File: config.mk
export PLATFORM = sky130hd
export DESIGN_NAME = dual_path_fetch_mode_switcher
export DESIGN_NICKNAME = d
export VERILOG_FILES = /design/src/sv/dpfs_pkg.sv /design/src/sv/dual_path_fetch_mode_switcher.sv /design/src/sv/dpfs_cell.sv /design/src/sv/dpfs_window.sv
export VERILOG_INCLUDE_DIRS = /design/src /design/src/sv
export SDC_FILE = /design/constraint.sdc
export NUM_CORES = 1
export LEC_CHECK = 0
export ABC_AREA = 1
export ABC_CLOCK_PERIOD_IN_PS = 12860
export BUFFER_PORTS_ARGS = -buffer_cell sky130_fd_sc_hd__buf_2
export CAP_MARGIN = 20
export CORE_MARGIN = 3
export CORE_UTILIZATION = 40
export CTS_CLUSTER_SIZE = 25
export DETAILED_ROUTE_END_ITERATION = 8
export PLACE_DENSITY = 0.61
export RECOVER_POWER = 100
export SYNTH_ARGS = -nofsm -noshare
export SYNTH_HDL_FRONTEND = slang
export SYNTH_SLANG_ARGS = --single-unit
File: constraint.sdc
create_clock -name clk -period 12.86 [get_ports clk]
set_input_delay 3.858 -clock clk [delete_from_list [all_inputs] [get_ports clk]]
set_output_delay 3.858 -clock clk [all_outputs]
set_load 0.05 [all_outputs]
File: src/sv/dual_path_fetch_mode_switcher_macros.svh
// assertion macros for the dual-path fetch mode switcher
// relies on clk and arst_n being visible in the module that expands them
`ifndef DUAL_PATH_FETCH_MODE_SWITCHER_MACROS_SVH
`define DUAL_PATH_FETCH_MODE_SWITCHER_MACROS_SVH
`ifndef SYNTH
// condition holds at every edge out of reset
`define DPFS_CHECK(label, expr) \
	label: assert property (@(posedge clk) disable iff (!arst_n) (expr)) \
		else $error("dpfs check failed");
// same-cycle implication
`define DPFS_CHECK_IMP(label, ante, cons) \
	label: assert property (@(posedge clk) disable iff (!arst_n) (ante) |-> (cons)) \
		else $error("dpfs implication failed");
// next-cycle implication
`define DPFS_CHECK_NXT(label, ante, cons) \
	label: assert property (@(posedge clk) disable iff (!arst_n) (ante) |=> (cons)) \
		else $error("dpfs next-cycle check failed");
`else
`define DPFS_CHECK(label, expr)
`define DPFS_CHECK_IMP(label, ante, cons)
`define DPFS_CHECK_NXT(label, ante, cons)
`endif
`endif

File: src/sv/dpfs_pkg.sv
// shared types and constants of the dual-path fetch mode switcher
// no dependencies
`default_nettype none
package dpfs_pkg;

	// field widths fixed by the interface
	localparam int WSIZE_W   = 9;
	localparam int PCT_W     = 7;
	localparam int CONF_W    = 11;
	localparam int CFG_IDX_W = 3;
	localparam int CFG_DAT_W = 9;
	localparam int OUT_CNT_W = 32;
	localparam int CONF_PROD_W = 18;

	// arithmetic constants
	localparam logic [CONF_W-1:0] CONF_ONE  = 11'd1024;
	localparam logic [PCT_W-1:0]  PCT_SCALE = 7'd100;
	localparam int                SPIKE_RUN = 5;

	// item kinds
	localparam logic MODE_UPDATE = 1'b0;
	localparam logic MODE_QUERY  = 1'b1;

	// switch event codes
	localparam logic [1:0] EV_NONE      = 2'd0;
	localparam logic [1:0] EV_TO_SINGLE = 2'd1;
	localparam logic [1:0] EV_TO_DUAL   = 2'd2;

	// register indexes
	localparam logic [CFG_IDX_W-1:0] CFG_WINDOW_SIZE = 3'd0;
	localparam logic [CFG_IDX_W-1:0] CFG_HIGH_PCT    = 3'd1;
	localparam logic [CFG_IDX_W-1:0] CFG_LOW_PCT     = 3'd2;
	localparam logic [CFG_IDX_W-1:0] CFG_CONF_PCT    = 3'd3;
	localparam logic [CFG_IDX_W-1:0] CFG_METRIC      = 3'd4;
	localparam logic [CFG_IDX_W-1:0] CFG_POLICY      = 3'd5;
	localparam logic [CFG_IDX_W-1:0] CFG_INIT_DUAL   = 3'd6;

	// register reset values
	localparam logic [WSIZE_W-1:0] WINDOW_SIZE_RST = 9'd100;
	localparam logic [PCT_W-1:0]   HIGH_PCT_RST    = 7'd90;
	localparam logic [PCT_W-1:0]   LOW_PCT_RST     = 7'd80;
	localparam logic [PCT_W-1:0]   CONF_PCT_RST    = 7'd50;
	localparam logic               METRIC_RST      = 1'b0;
	localparam logic               POLICY_RST      = 1'b0;
	localparam logic               INIT_DUAL_RST   = 1'b0;

	// push request from the control logic into the outcome window
	typedef struct packed {
		logic push;
		logic outcome;
	} win_ctl_t;

endpackage
`default_nettype wire

File: src/sv/dual_path_fetch_mode_switcher.sv
// channel    | direction | handshake               | payload
// item       | in        | item_valid / item_stall | mode, correct, confidence
// result     | out       | result_valid / result_stall | dual_mode .. max_conf_seen
// cfg        | in        | cfg_valid / cfg_ready   | cfg_index, cfg_data
//
// one item per cycle while item_stall is low, result is registered and appears the cycle after the beat
// the update path runs window tap select, hit count, multiplies and compares
// into the mode flag, all within that cycle
// item_stall follows result_stall while a result is held; cfg_ready is always high
// asynchronous reset clears counters, loads register defaults, mode flag = INIT_DUAL_RST
// depends on dpfs_pkg, dpfs_window, dpfs_cell and the assertion macro header
`default_nettype none
`include "dual_path_fetch_mode_switcher_macros.svh"
module dual_path_fetch_mode_switcher import dpfs_pkg::*; #(
	parameter int WINDOW_MAX  = 256,
	parameter int COUNT_WIDTH = 32
) (
	input  wire logic                 clk,
	input  wire logic                 arst_n,
	// item channel
	input  wire logic                 item_valid,
	output logic                      item_stall,
	input  wire logic                 mode,
	input  wire logic                 correct,
	input  wire logic [CONF_W-1:0]    confidence,
	// result channel
	output logic                      result_valid,
	input  wire logic                 result_stall,
	output logic                      dual_mode,
	output logic                      fetch_alternate,
	output logic [1:0]                switch_event,
	output logic [8:0]                correct_in_window,
	output logic [8:0]                window_fill,
	output logic [OUT_CNT_W-1:0]      miss_run,
	output logic [OUT_CNT_W-1:0]      max_miss_run_single,
	output logic [OUT_CNT_W-1:0]      spike_count,
	output logic [OUT_CNT_W-1:0]      to_single_count,
	output logic [OUT_CNT_W-1:0]      to_dual_count,
	output logic [CONF_W-1:0]         min_conf_seen,
	output logic [CONF_W-1:0]         max_conf_seen,
	// configuration channel
	input  wire logic                 cfg_valid,
	output logic                      cfg_ready,
	input  wire logic [CFG_IDX_W-1:0] cfg_index,
	input  wire logic [CFG_DAT_W-1:0] cfg_data
);

	localparam int FILL_W = $clog2(WINDOW_MAX + 1);
	localparam int EW     = (FILL_W > WSIZE_W) ? FILL_W : WSIZE_W;
	localparam int PW     = FILL_W + PCT_W;
	localparam int CP     = CONF_PROD_W;

	// configuration registers
	logic [WSIZE_W-1:0] window_size_q;
	logic [PCT_W-1:0]   high_pct_q;
	logic [PCT_W-1:0]   low_pct_q;
	logic [PCT_W-1:0]   conf_pct_q;
	logic               metric_q;
	logic               policy_q;

	// block state
	logic                   dual_q;
	logic [COUNT_WIDTH-1:0] run_q, worst_q, spikes_q, to_single_q, to_dual_q;
	logic [CONF_W-1:0]      conf_low_q, conf_high_q;

	// next state
	logic                   dual_nx;
	logic [COUNT_WIDTH-1:0] run_nx, worst_nx, spikes_nx, to_single_nx, to_dual_nx;
	logic [CONF_W-1:0]      conf_low_nx, conf_high_nx;
	logic [1:0]             event_nx;
	logic                   fetch_nx;

	// result register
	logic       result_valid_q;
	logic [1:0] event_s1;
	logic       fetch_s1;

	logic              accept, is_update, cfg_wr;
	logic [CONF_W-1:0] conf_sat;
	logic [CP-1:0]     conf_prod;
	logic              conf_lt_fetch, conf_ge_high, conf_lt_low;
	logic [EW-1:0]     ws_ext, eff_ext;
	logic [FILL_W-1:0] eff_win;
	logic [FILL_W-1:0] fill_q, hit_q, fill_nx, hit_nx;
	logic [PW-1:0]     acc_prod, high_prod, low_prod;
	logic              decide, at_high, below_low;
	win_ctl_t          win_ctl;

	// handshakes
	assign accept     = item_valid && !item_stall;
	assign is_update  = accept && (mode == MODE_UPDATE);
	assign item_stall = result_valid_q && result_stall;
	assign cfg_ready  = 1'b1;
	assign cfg_wr     = cfg_valid && cfg_ready;

	// clamp window size to 1 .. WINDOW_MAX
	assign ws_ext  = EW'(window_size_q);
	assign eff_ext = (ws_ext == '0) ? EW'(1) :
		(ws_ext > EW'(WINDOW_MAX)) ? EW'(WINDOW_MAX) : ws_ext;
	assign eff_win = FILL_W'(eff_ext);

	// outcome window
	assign win_ctl.push    = is_update;
	assign win_ctl.outcome = correct;

	dpfs_window #(
		.WINDOW_MAX (WINDOW_MAX),
		.FILL_W     (FILL_W)
	) u_window (
		.clk     (clk),
		.arst_n  (arst_n),
		.ctl     (win_ctl),
		.eff_win (eff_win),
		.fill_q  (fill_q),
		.hit_q   (hit_q),
		.fill_nx (fill_nx),
		.hit_nx  (hit_nx)
	);

	// confidence percent compares, exact cross products
	assign conf_sat      = (confidence > CONF_ONE) ? CONF_ONE : confidence;
	assign conf_prod     = CP'(conf_sat) * CP'(PCT_SCALE);
	assign conf_lt_fetch = conf_prod < (CP'(conf_pct_q) * CP'(CONF_ONE));
	assign conf_ge_high  = conf_prod >= (CP'(high_pct_q) * CP'(CONF_ONE));
	assign conf_lt_low   = conf_prod < (CP'(low_pct_q) * CP'(CONF_ONE));

	// windowed accuracy compares on the counters after this push
	assign acc_prod  = PW'(hit_nx) * PW'(PCT_SCALE);
	assign high_prod = PW'(high_pct_q) * PW'(fill_nx);
	assign low_prod  = PW'(low_pct_q) * PW'(fill_nx);

	// switching metric select
	always_comb begin
		if (metric_q) begin
			decide    = 1'b1;
			at_high   = conf_ge_high;
			below_low = conf_lt_low;
		end else begin
			decide    = fill_nx >= eff_win;
			at_high   = acc_prod >= high_prod;
			below_low = acc_prod < low_prod;
		end
	end

	// update step: miss runs, marks, mode switch
	always_comb begin
		dual_nx      = dual_q;
		run_nx       = run_q;
		worst_nx     = worst_q;
		spikes_nx    = spikes_q;
		to_single_nx = to_single_q;
		to_dual_nx   = to_dual_q;
		conf_low_nx  = conf_low_q;
		conf_high_nx = conf_high_q;
		event_nx     = EV_NONE;
		if (is_update) begin
			if (correct) begin
				run_nx = '0;
			end else begin
				run_nx = (run_q == '1) ? run_q : run_q + COUNT_WIDTH'(1);
				if (!dual_q) begin
					if (run_nx > worst_q) begin
						worst_nx = run_nx;
					end
					if (run_nx == COUNT_WIDTH'(SPIKE_RUN)) begin
						spikes_nx = (spikes_q == '1) ? spikes_q : spikes_q + COUNT_WIDTH'(1);
					end
				end
			end
			if (conf_sat < conf_low_q) begin
				conf_low_nx = conf_sat;
			end
			if (conf_sat > conf_high_q) begin
				conf_high_nx = conf_sat;
			end
			if (decide) begin
				if (dual_q && at_high) begin
					dual_nx      = 1'b0;
					to_single_nx = (to_single_q == '1) ? to_single_q :
						to_single_q + COUNT_WIDTH'(1);
					event_nx     = EV_TO_SINGLE;
				end else if (!dual_q && below_low) begin
					dual_nx    = 1'b1;
					to_dual_nx = (to_dual_q == '1) ? to_dual_q : to_dual_q + COUNT_WIDTH'(1);
					event_nx   = EV_TO_DUAL;
				end
			end
		end
	end

	// fetch rule: the flag after the item gates it unless policy is set
	assign fetch_nx = policy_q ? conf_lt_fetch : (dual_nx && conf_lt_fetch);

	// configuration registers; initial_dual only presets the mode flag
	always_ff @(posedge clk or negedge arst_n) begin
		if (!arst_n) begin
			window_size_q <= WINDOW_SIZE_RST;
			high_pct_q    <= HIGH_PCT_RST;
			low_pct_q     <= LOW_PCT_RST;
			conf_pct_q    <= CONF_PCT_RST;
			metric_q      <= METRIC_RST;
			policy_q      <= POLICY_RST;
		end else if (cfg_wr) begin
			case (cfg_index)
				CFG_WINDOW_SIZE: window_size_q <= cfg_data[WSIZE_W-1:0];
				CFG_HIGH_PCT:    high_pct_q    <= cfg_data[PCT_W-1:0];
				CFG_LOW_PCT:     low_pct_q     <= cfg_data[PCT_W-1:0];
				CFG_CONF_PCT:    conf_pct_q    <= cfg_data[PCT_W-1:0];
				CFG_METRIC:      metric_q      <= cfg_data[0];
				CFG_POLICY:      policy_q      <= cfg_data[0];
				default: begin
				end
			endcase
		end
	end

	// statistics and mode flag
	always_ff @(posedge clk or negedge arst_n) begin
		if (!arst_n) begin
			dual_q      <= INIT_DUAL_RST;
			run_q       <= '0;
			worst_q     <= '0;
			spikes_q    <= '0;
			to_single_q <= '0;
			to_dual_q   <= '0;
			conf_low_q  <= CONF_ONE;
			conf_high_q <= '0;
		end else begin
			if (cfg_wr && (cfg_index == CFG_INIT_DUAL)) begin
				dual_q <= cfg_data[0];
			end else begin
				dual_q <= dual_nx;
			end
			run_q       <= run_nx;
			worst_q     <= worst_nx;
			spikes_q    <= spikes_nx;
			to_single_q <= to_single_nx;
			to_dual_q   <= to_dual_nx;
			conf_low_q  <= conf_low_nx;
			conf_high_q <= conf_high_nx;
		end
	end

	// result beat valid
	always_ff @(posedge clk or negedge arst_n) begin
		if (!arst_n) begin
			result_valid_q <= 1'b0;
		end else if (accept) begin
			result_valid_q <= 1'b1;
		end else if (!result_stall) begin
			result_valid_q <= 1'b0;
		end
	end

	// per-item result fields
	always_ff @(posedge clk) begin
		if (accept) begin
			event_s1 <= event_nx;
			fetch_s1 <= fetch_nx;
		end
	end

	// fields hold until a beat is accepted; an initial_dual write also sets dual_mode
	assign result_valid        = result_valid_q;
	assign dual_mode           = dual_q;
	assign fetch_alternate     = fetch_s1;
	assign switch_event        = event_s1;
	assign correct_in_window   = 9'(hit_q);
	assign window_fill         = 9'(fill_q);
	assign miss_run            = OUT_CNT_W'(run_q);
	assign max_miss_run_single = OUT_CNT_W'(worst_q);
	assign spike_count         = OUT_CNT_W'(spikes_q);
	assign to_single_count     = OUT_CNT_W'(to_single_q);
	assign to_dual_count       = OUT_CNT_W'(to_dual_q);
	assign min_conf_seen       = conf_low_q;
	assign max_conf_seen       = conf_high_q;

	`DPFS_CHECK_IMP(a_single_event_flag, result_valid_q && (event_s1 == EV_TO_SINGLE), !dual_q)
	`DPFS_CHECK_IMP(a_dual_event_flag, result_valid_q && (event_s1 == EV_TO_DUAL), dual_q)
	`DPFS_CHECK_NXT(a_query_no_switch, accept && (mode == MODE_QUERY), event_s1 == EV_NONE)
	`DPFS_CHECK_NXT(a_query_keeps_run, accept && (mode == MODE_QUERY), run_q == $past(run_q))

endmodule
`default_nettype wire

File: src/sv/dpfs_cell.sv
// one position of the outcome window shift chain
// standalone, no package needed
`default_nettype none
module dpfs_cell #(
	parameter int IDX    = 0,
	parameter int FILL_W = 9
) (
	input  wire logic              clk,
	input  wire logic              shift,
	input  wire logic              bit_in,
	input  wire logic [FILL_W-1:0] fill,
	output logic                   bit_out,
	output logic                   tap
);

	logic outcome_q;

	// take bit_in (the neighbor's outcome, or the new outcome at cell 0) on every push
	always_ff @(posedge clk) begin
		if (shift) begin
			outcome_q <= bit_in;
		end
	end

	// this cell holds the oldest outcome when it sits at fill - 1
	assign bit_out = outcome_q;
	assign tap     = outcome_q & (fill == FILL_W'(IDX + 1));

endmodule
`default_nettype wire

File: src/sv/dpfs_window.sv
// sliding outcome window: chain of dpfs_cell plus fill and hit counters
// depends on dpfs_pkg, dpfs_cell and the assertion macro header
`default_nettype none
`include "dual_path_fetch_mode_switcher_macros.svh"
module dpfs_window import dpfs_pkg::*; #(
	parameter int WINDOW_MAX = 256,
	parameter int FILL_W     = 9
) (
	input  wire logic              clk,
	input  wire logic              arst_n,
	input  wire win_ctl_t          ctl,
	input  wire logic [FILL_W-1:0] eff_win,
	output logic [FILL_W-1:0]      fill_q,
	output logic [FILL_W-1:0]      hit_q,
	output logic [FILL_W-1:0]      fill_nx,
	output logic [FILL_W-1:0]      hit_nx
);

	logic [WINDOW_MAX-1:0] chain;
	logic [WINDOW_MAX-1:0] taps;
	logic                  drop;
	logic                  old_bit;

	// newest outcome enters cell 0, each cell passes to the next on a push
	for (genvar i = 0; i < WINDOW_MAX; i++) begin : g_cell
		logic bit_in;
		if (i == 0) begin : g_head
			assign bit_in = ctl.outcome;
		end else begin : g_body
			assign bit_in = chain[i-1];
		end
		dpfs_cell #(
			.IDX    (i),
			.FILL_W (FILL_W)
		) u_cell (
			.clk     (clk),
			.shift   (ctl.push),
			.bit_in  (bit_in),
			.fill    (fill_q),
			.bit_out (chain[i]),
			.tap     (taps[i])
		);
	end

	// oldest outcome leaves once the window is at or past its size
	assign drop    = ctl.push && (fill_q >= eff_win) && (fill_q != '0);
	assign old_bit = |taps;

	// counters after this push
	always_comb begin
		fill_nx = fill_q;
		hit_nx  = hit_q;
		if (ctl.push) begin
			if (!drop) begin
				fill_nx = fill_q + FILL_W'(1);
			end
			if (drop && old_bit && (hit_q != '0)) begin
				hit_nx = hit_q - FILL_W'(1) + FILL_W'(ctl.outcome);
			end else begin
				hit_nx = hit_q + FILL_W'(ctl.outcome);
			end
		end
	end

	// window counters
	always_ff @(posedge clk or negedge arst_n) begin
		if (!arst_n) begin
			fill_q <= '0;
			hit_q  <= '0;
		end else begin
			fill_q <= fill_nx;
			hit_q  <= hit_nx;
		end
	end

	`DPFS_CHECK(a_hit_within_fill, hit_q <= fill_q)
	`DPFS_CHECK(a_fill_bounded, fill_q <= FILL_W'(WINDOW_MAX))
	`DPFS_CHECK_NXT(a_fill_grows, ctl.push && !drop, fill_q == $past(fill_q) + FILL_W'(1))

endmodule
`default_nettype wire
=== After elaboration in Yosys (flattened, before gate mapping) ===
Cells that the tools add are included.
Widths: inputs -> output; s select.

* Add/sub/neg operators: 8
* Mux-type cells: 22
* Divide/modulo/power cells: 0
* Reduce and logical (&&, ||, !) cells: 32
* Equality and inequality tests: 268
* $mul: 4
* Order comparisons: 12
* Shift operators: 0
* Bitwise operators: 265

{| class="wikitable"
|+ Operator list
! operator !! count
|-
| $eq 9x8->1 const B || 128
|-
| $eq 9x7->1 const B || 64
|-
| $eq 9x6->1 const B || 32
|-
| $and 1x1->1 || 256
|-
| $reduce_or 256->1 || 1
|-
| $eq 9x5->1 const B || 16
|-
| $add 32x1->32 const B || 4
|-
| $eq 32x32->1 const B || 4
|-
| $eq 9x4->1 const B || 8
|-
| $mux 32 || 2
|-
| $mux 9 || 6
|-
| $eq 9x3->1 const B || 4
|-
| $lt 18x17->1 || 2
|-
| $eq 32x3->1 const B || 1
|-
| $gt 32x32->1 || 1
|-
| $mul 7x9->16 || 2
|-
| $add 9x1->9 || 2
|-
| $eq 9x2->1 const B || 2
|-
| $ge 18x17->1 || 1
|-
| $ge 9x9->1 || 2
|-
| $reduce_and 2->1 || 9
|-
| $reduce_bool 9->1 || 2
|-
| $ge 16x16->1 || 1
|-
| $lt 16x16->1 || 1
|-
| other kinds (25) || 60
|}

* RAM bits: 0
* Bits in registers: 493
* Output and inout bits: 207
* Input bits: 30
* Latch bits: 0
* Memories kept: 0
* Bits in read-only memories: 0
* Word-level logic and storage cells: 887

=== Depth between registers and ports, before layout ===
* Depth after elaboration: 20
* Mapped depth: 53
* Gate-level depth less buffers: 52

=== Cells and area by module ===
A second synthesis with hierarchy kept.

* Cell total of the unflattened synthesis: 6017
* Area, all modules: 41903.9 um^2

{| class="wikitable"
|+ Modules (own cells, without submodules)
! module !! area an instance (um^2) !! cells each !! seq. area each (um^2) !! instances
|-
| dual_path_fetch_mode_switcher || 20921.3 || 2873 || 5511.5 || 1
|-
| dpfs_cell (u_window.g_cell[103].u_cell ...) || 75.1 || 11 || 30.0 || 44
|-
| dpfs_window || 2519.9 || 452 || 450.4 || 1
|-
| dpfs_cell (u_window.g_cell[130].u_cell ...) || 68.8 || 10 || 30.0 || 36
|-
| dpfs_cell (u_window.g_cell[100].u_cell ...) || 72.6 || 11 || 30.0 || 30
|-
| dpfs_cell (u_window.g_cell[110].u_cell ...) || 70.1 || 10 || 30.0 || 29
|-
| dpfs_cell (u_window.g_cell[128].u_cell ...) || 71.3 || 10 || 30.0 || 24
|-
| dpfs_cell (u_window.g_cell[102].u_cell ...) || 73.8 || 11 || 30.0 || 20
|-
| dpfs_cell (u_window.g_cell[112].u_cell ...) || 77.6 || 11 || 30.0 || 16
|-
| dpfs_cell (u_window.g_cell[118].u_cell ...) || 76.3 || 11 || 30.0 || 16
|-
| dpfs_cell (u_window.g_cell[127].u_cell ...) || 71.3 || 11 || 30.0 || 6
|-
| dpfs_cell (u_window.g_cell[142].u_cell ...) || 66.3 || 9 || 30.0 || 6
|-
| dpfs_cell (u_window.g_cell[11].u_cell ...) || 62.6 || 9 || 30.0 || 6
|-
| dpfs_cell (u_window.g_cell[143].u_cell ...) || 75.1 || 12 || 30.0 || 5
|-
| 6 more rows || -- || -- || -- || --
|}

=== Worst setup path before layout ===
OpenSTA, ideal clock, no wires.

* Path type: input -> register
* Start: in result_stall
* End: reg to_dual_q[12], in the netlist to_dual_count[12]
* Data arrival time: 15.569 ns
* Setup slack: -2.837 ns
* Required time: 12.732 ns
* Stages on the path: 31
* Buffers on the path: 3
* Path through: nand2_1 -> inv_2 -> nor2_1 -> nand2_1 -> inv_1 -> clkbuf_1 -> buf_1 -> nand2_1 -> nand2_1 -> fa_1 -> inv_1 -> ha_1 -> a21oi_1 -> nand2_1 -> a21oi_1 -> o21bai_1 -> a21oi_1 -> o21ai_0 -> a21o_1 -> a21oi_1 -> xor2_1 -> ha_1 -> nand2_1 -> nor2_1 -> a2111oi_0 -> nand2_1 -> nand2_1 -> nand3_2 -> buf_4 -> nand2_1 -> o21ai_0

* Cells in the longest elaborated chain, start to end: 16

{| class="wikitable"
|+ RTL lines
! item !! RTL line !! RTL
|-
| start, declared || dual_path_fetch_mode_switcher.sv:28 || <nowiki>input wire logic result_stall,</nowiki>
|-
| $logic_and 1x1->1 (*) || dual_path_fetch_mode_switcher.sv:92 || <nowiki>assign item_stall = result_valid_q && result_stall;</nowiki>
|-
| named net item_stall || dual_path_fetch_mode_switcher.sv:22 || <nowiki>output logic item_stall,</nowiki>
|-
| $logic_not 1->1 (*) || dual_path_fetch_mode_switcher.sv:90 || <nowiki>assign accept = item_valid && !item_stall;</nowiki>
|-
| $logic_and 1x1->1 (*) || dual_path_fetch_mode_switcher.sv:90 ||
|-
| named net accept || dual_path_fetch_mode_switcher.sv:78 || <nowiki>logic accept, is_update, cfg_wr;</nowiki>
|-
| $logic_and 1x1->1 (*) || dual_path_fetch_mode_switcher.sv:91 || <nowiki>assign is_update = accept && (mode == MODE_UPDATE);</nowiki>
|-
| named net is_update || dual_path_fetch_mode_switcher.sv:78 ||
|-
| $logic_and 1x1->1 (2 in series) || dpfs_window.sv:46 || <nowiki>assign drop = ctl.push && (fill_q >= eff_win) && (fill_q != '0);</nowiki>
|-
| $logic_and 1x1->1 (2 in series) || dpfs_window.sv:57 || <nowiki>if (drop && old_bit && (hit_q != '0)) begin</nowiki>
|-
| $mux 9 || dpfs_window.sv:57 ||
|-
| $mux 9 || dpfs_window.sv:53 || <nowiki>if (ctl.push) begin</nowiki>
|-
| $mul 9x5->14 || dual_path_fetch_mode_switcher.sv:128 || <nowiki>assign acc_prod = PW'(hit_nx) * PW'(PCT_SCALE);</nowiki>
|-
| $ge 16x16->1 || dual_path_fetch_mode_switcher.sv:140 || <nowiki>at_high = acc_prod >= high_prod;</nowiki>
|-
| $mux 1 || dual_path_fetch_mode_switcher.sv:134 || <nowiki>if (metric_q) begin</nowiki>
|-
| $logic_and 1x1->1 || dual_path_fetch_mode_switcher.sv:177 || <nowiki>if (dual_q && at_high) begin</nowiki>
|-
| $not 1->1 (no line) || -- ||
|-
| $reduce_and 5->1 (no line) (*) || -- ||
|-
| end signal, assigned || dual_path_fetch_mode_switcher.sv:238 || <nowiki>to_dual_q <= to_dual_nx;</nowiki>
|-
| end, declared || dual_path_fetch_mode_switcher.sv:63 || <nowiki>logic [COUNT_WIDTH-1:0] run_q, worst_q, spikes_q, to_single_q, to_dual_q;</nowiki>
|}

Mark *: on every way through the listed nets, which the timed path passes. The rest lies on a longest branch.
A chain may end at the register's enable or synchronous reset.

=== Worst setup path in the final report ===
* Start: in result_stall
* End: reg to_single_q[1], in the netlist to_single_count[1]

* Cells in the longest elaborated chain, start to end: 15

{| class="wikitable"
|+ RTL lines
! item !! RTL line !! RTL
|-
| $logic_and 1x1->1 (*) || dual_path_fetch_mode_switcher.sv:92 ||
|-
| $logic_not 1->1 (*) || dual_path_fetch_mode_switcher.sv:90 ||
|-
| $logic_and 1x1->1 (*) || dual_path_fetch_mode_switcher.sv:90 ||
|-
| named net accept || dual_path_fetch_mode_switcher.sv:78 ||
|-
| $logic_and 1x1->1 (*) || dual_path_fetch_mode_switcher.sv:91 ||
|-
| $logic_and 1x1->1 (2 in series) || dpfs_window.sv:46 ||
|-
| $logic_and 1x1->1 (2 in series) || dpfs_window.sv:57 ||
|-
| $mux 9 || dpfs_window.sv:57 ||
|-
| $mux 9 || dpfs_window.sv:53 ||
|-
| $mul 9x5->14 || dual_path_fetch_mode_switcher.sv:128 ||
|-
| $ge 16x16->1 || dual_path_fetch_mode_switcher.sv:140 ||
|-
| $mux 1 || dual_path_fetch_mode_switcher.sv:134 ||
|-
| $logic_and 1x1->1 || dual_path_fetch_mode_switcher.sv:177 ||
|-
| $reduce_and 4->1 (no line) (*) || -- ||
|-
| end signal, assigned || dual_path_fetch_mode_switcher.sv:237 || <nowiki>to_single_q <= to_single_nx;</nowiki>
|-
| end, declared || dual_path_fetch_mode_switcher.sv:63 ||
|}

Marks and branches as above.

==> results.ini <==
[yosys]
synth_xor_area_share_pct=4.94
yosysSeqAreaShare_pct=42.6
synth.area.mux_share_pct=0.0351
synth_fa_ha_area_share_pct=15.3
netlist.area_leader.share_pct=24.2
synthFlopType=edfxtp_1
synth_compound_area_share_pct=5.36
synthTopCellsByArea=edfxtp_1 24%, dfrtp_1 17%, ha_1 10%, nand2_1 9.0%, nand4_1 7.0%
async_flop_share_pct=47.5
synth-simple-area-share_pct=24.5
synth-edff-count=259
synthesis.instances=3657
syn_area_sq_um=32100
syn_avg_cell_area_sq_um=8.77
ys_ff_latch=493
ys_types=58
synth_top_area_cell=edfxtp_1
yosys_warnings=0
synth_top_family_by_area=simple AND/OR/NAND/NOR gates
synth_nets=4033

[global_routing]
grt_usage_pct=21.0
grt_max_degree=142
antenna_found_initial=3
grt_pass1_vias=25100
grt_pass1_wl_um=141000
overflow=0

[routing]
drt_iter0_drc=2106
drc=0
wire_per_inst_um=17.9
drt_pre_antenna_iters=6
drtAntennaViolNets=0
vias_per_cell=5.31
num_vias=26400
drt_wl_total_um=89200

[die]
start_util_pct=40.5
chipWidth_um=289
die-area_sq_um=83600
fp.dieH_um=289
rows=103
ios=237
core_sq_um=79300

[place]
gp_congestion=0.912
port_buffers=235
pre_cts_slack_ps=769
dp_hpwl_um=63300

[run_status]
violations=max-capacitance violations, max-slew violations
status=complete, but fails checks

[clock_tree]
h-tree-depth=2
cts_tree=built
insertion_delay_ps=670
cts.sinks=493
cts_setup_buffers=0
ctsHoldBuffers=0
cts_repair_resize_count=0
cts_made_buffers=56
clk_pin_slew_ps=60
cts_root_buffer=clkbuf_16
clk_path_buf_depth=3

[setup_path]
cp-start-kind=input pin
worstPathArrival_ps=12310
path_class=in -> reg
cp_max_fo=35
cp_slowest_cell=clkbuf_1
slowest_delay_ps=560
end_kind=flop
crit_top_cell=nand2_1
required_ps=13390

[timing]
whs_ps=377
fmax_ghz=0.0849
hold_viol_final=0
relSlewSlack_pct=-155
rsz0062_at_grt=no
setup_tns_ps=0
setup_violations=0
setup_ws_ps=1080
max_slew.worst_pin.slew_ps=3830
maxSlewViolCount=494
period_share_pct=91.6
fin_crit_ps=11780
clock_skew_ps=79.7

[power_and_ir_drop]
ir_worst_vdd_mv=0.405
p_per_area_nw_per_um2=271
leakagePower_nw=15.8
p_total_mw=9.77

[layout]
drive_gt1_share_pct=4.85
fill_cells=7758
area_growth_pct=12.3
finalNetCount=4248

[flow_run]
maxCapViolCount=8

[worst_hold_path]
min-delay-path-class=reg -> reg

## layer usage
| layer | share of wire [%] | track usage, % |
|---|---|---|
| met1 | 45 | 29.5 |
| met2 | 45 | 33.1 |
| met3 | 6.4 | 3.95 |
| met4 | 2.9 | 6.26 |
| met5 | 0 | 0 |
## cells in the final DEF (no fill, tap or decap), types with 138 or more instances in the layout
master and count:
xor2_1 140, edfxtp_1 259, o21ai_0 138, inv_1 446, nand2_1 766, clkbuf_1 237
nor2_1 365, ha_1 268, dfrtp_1 221, nand4_1 360
## final timing paths
check                                                  start                                end  slack (ps)  cells past startpoint
max                                             result_stall                 to_single_count[1]        1080                     46
min reg2reg                u_window.g_cell[7].u_cell.bit_out  u_window.g_cell[8].u_cell.bit_out         380                      0
max reg2reg                                 window_size_q[7]                 to_single_count[1]        3360                     51
min                        u_window.g_cell[7].u_cell.bit_out  u_window.g_cell[8].u_cell.bit_out         380                      0
min in group asynchronous                             arst_n                to_single_count[19]        4360                      1
max in group asynchronous                             arst_n             max_miss_run_single[8]        3470                      3
## per-stage QoR
step	cell area, sq um	utilization [%]	instances
floorplan	32100	-	3657
global placement	34400	43.3	4857
detailed placement	34400	43.4	4858
CTS	36300	45.8	4963
global route	36000	45.4	4971
finish	36000	45.4	4972
## cell usage after synthesis (66+ instances only)
library cell	number
nand2_1	765
inv_1	448
nor2_1	363
nand4_1	359
ha_1	268
edfxtp_1	259
dfrtp_1	221
xor2_1	140
o21ai_0	138
a21oi_1	99
nand3_1	92
nor3_1	81
fa_1	78
clkbuf_1	66
## cell families after synthesis
group	Yosys count
compound gates	310
xor+xnor	181
flops	493
simple gates	1729
mux	1
buf+inv	596
other cells	1
fa+ha+maj	346
## worst max-delay path: cells and delay by family
family	cells	cell delay [ps]
adders and majority gates	6	2730
AOI/OAI and AO/OA	5	820
xor gates and xnor gates	2	250
buffers and inverters	12	2110
and+or+nand+nor	21	2440
## cell type report
type	instances	area, sq um	share of cell area, %
well taps	1050	1310	3.65
clock buffers	72	1490	4.14
clock inverters	33	452	1.25
multi-input cells	2568	16100	44.6
flip-flops and latches	493	13600	37.9
diodes	3	7.51	0.0208
inverters	468	1770	4.91
repair buffers	285	1260	3.51
## state kept, by name (all words and copies together), names as in the netlist, 2 cells and up
register	flops
to_single_count	32
window_size_q	9
max_miss_run_single	32
max_conf_seen	11
conf_pct_q	7
to_dual_count	32
min_conf_seen	11
miss_run	32
u_window.fill_q	9
switch_event	2
spike_count	32
u_window.g_cell.u_cell.bit_out	256
u_window.hit_q	9
low_pct_q	7
high_pct_q	7
## report_power, final
group / internal [mW] / total (mW) / switching (mW)
combinational: 2.17 / 6.09 / 3.91
sequential: 1.83 / 1.99 / 0.166
clock: 0.988 / 1.69 / 0.698
Note: power is estimated with default switching activity, not from simulation.
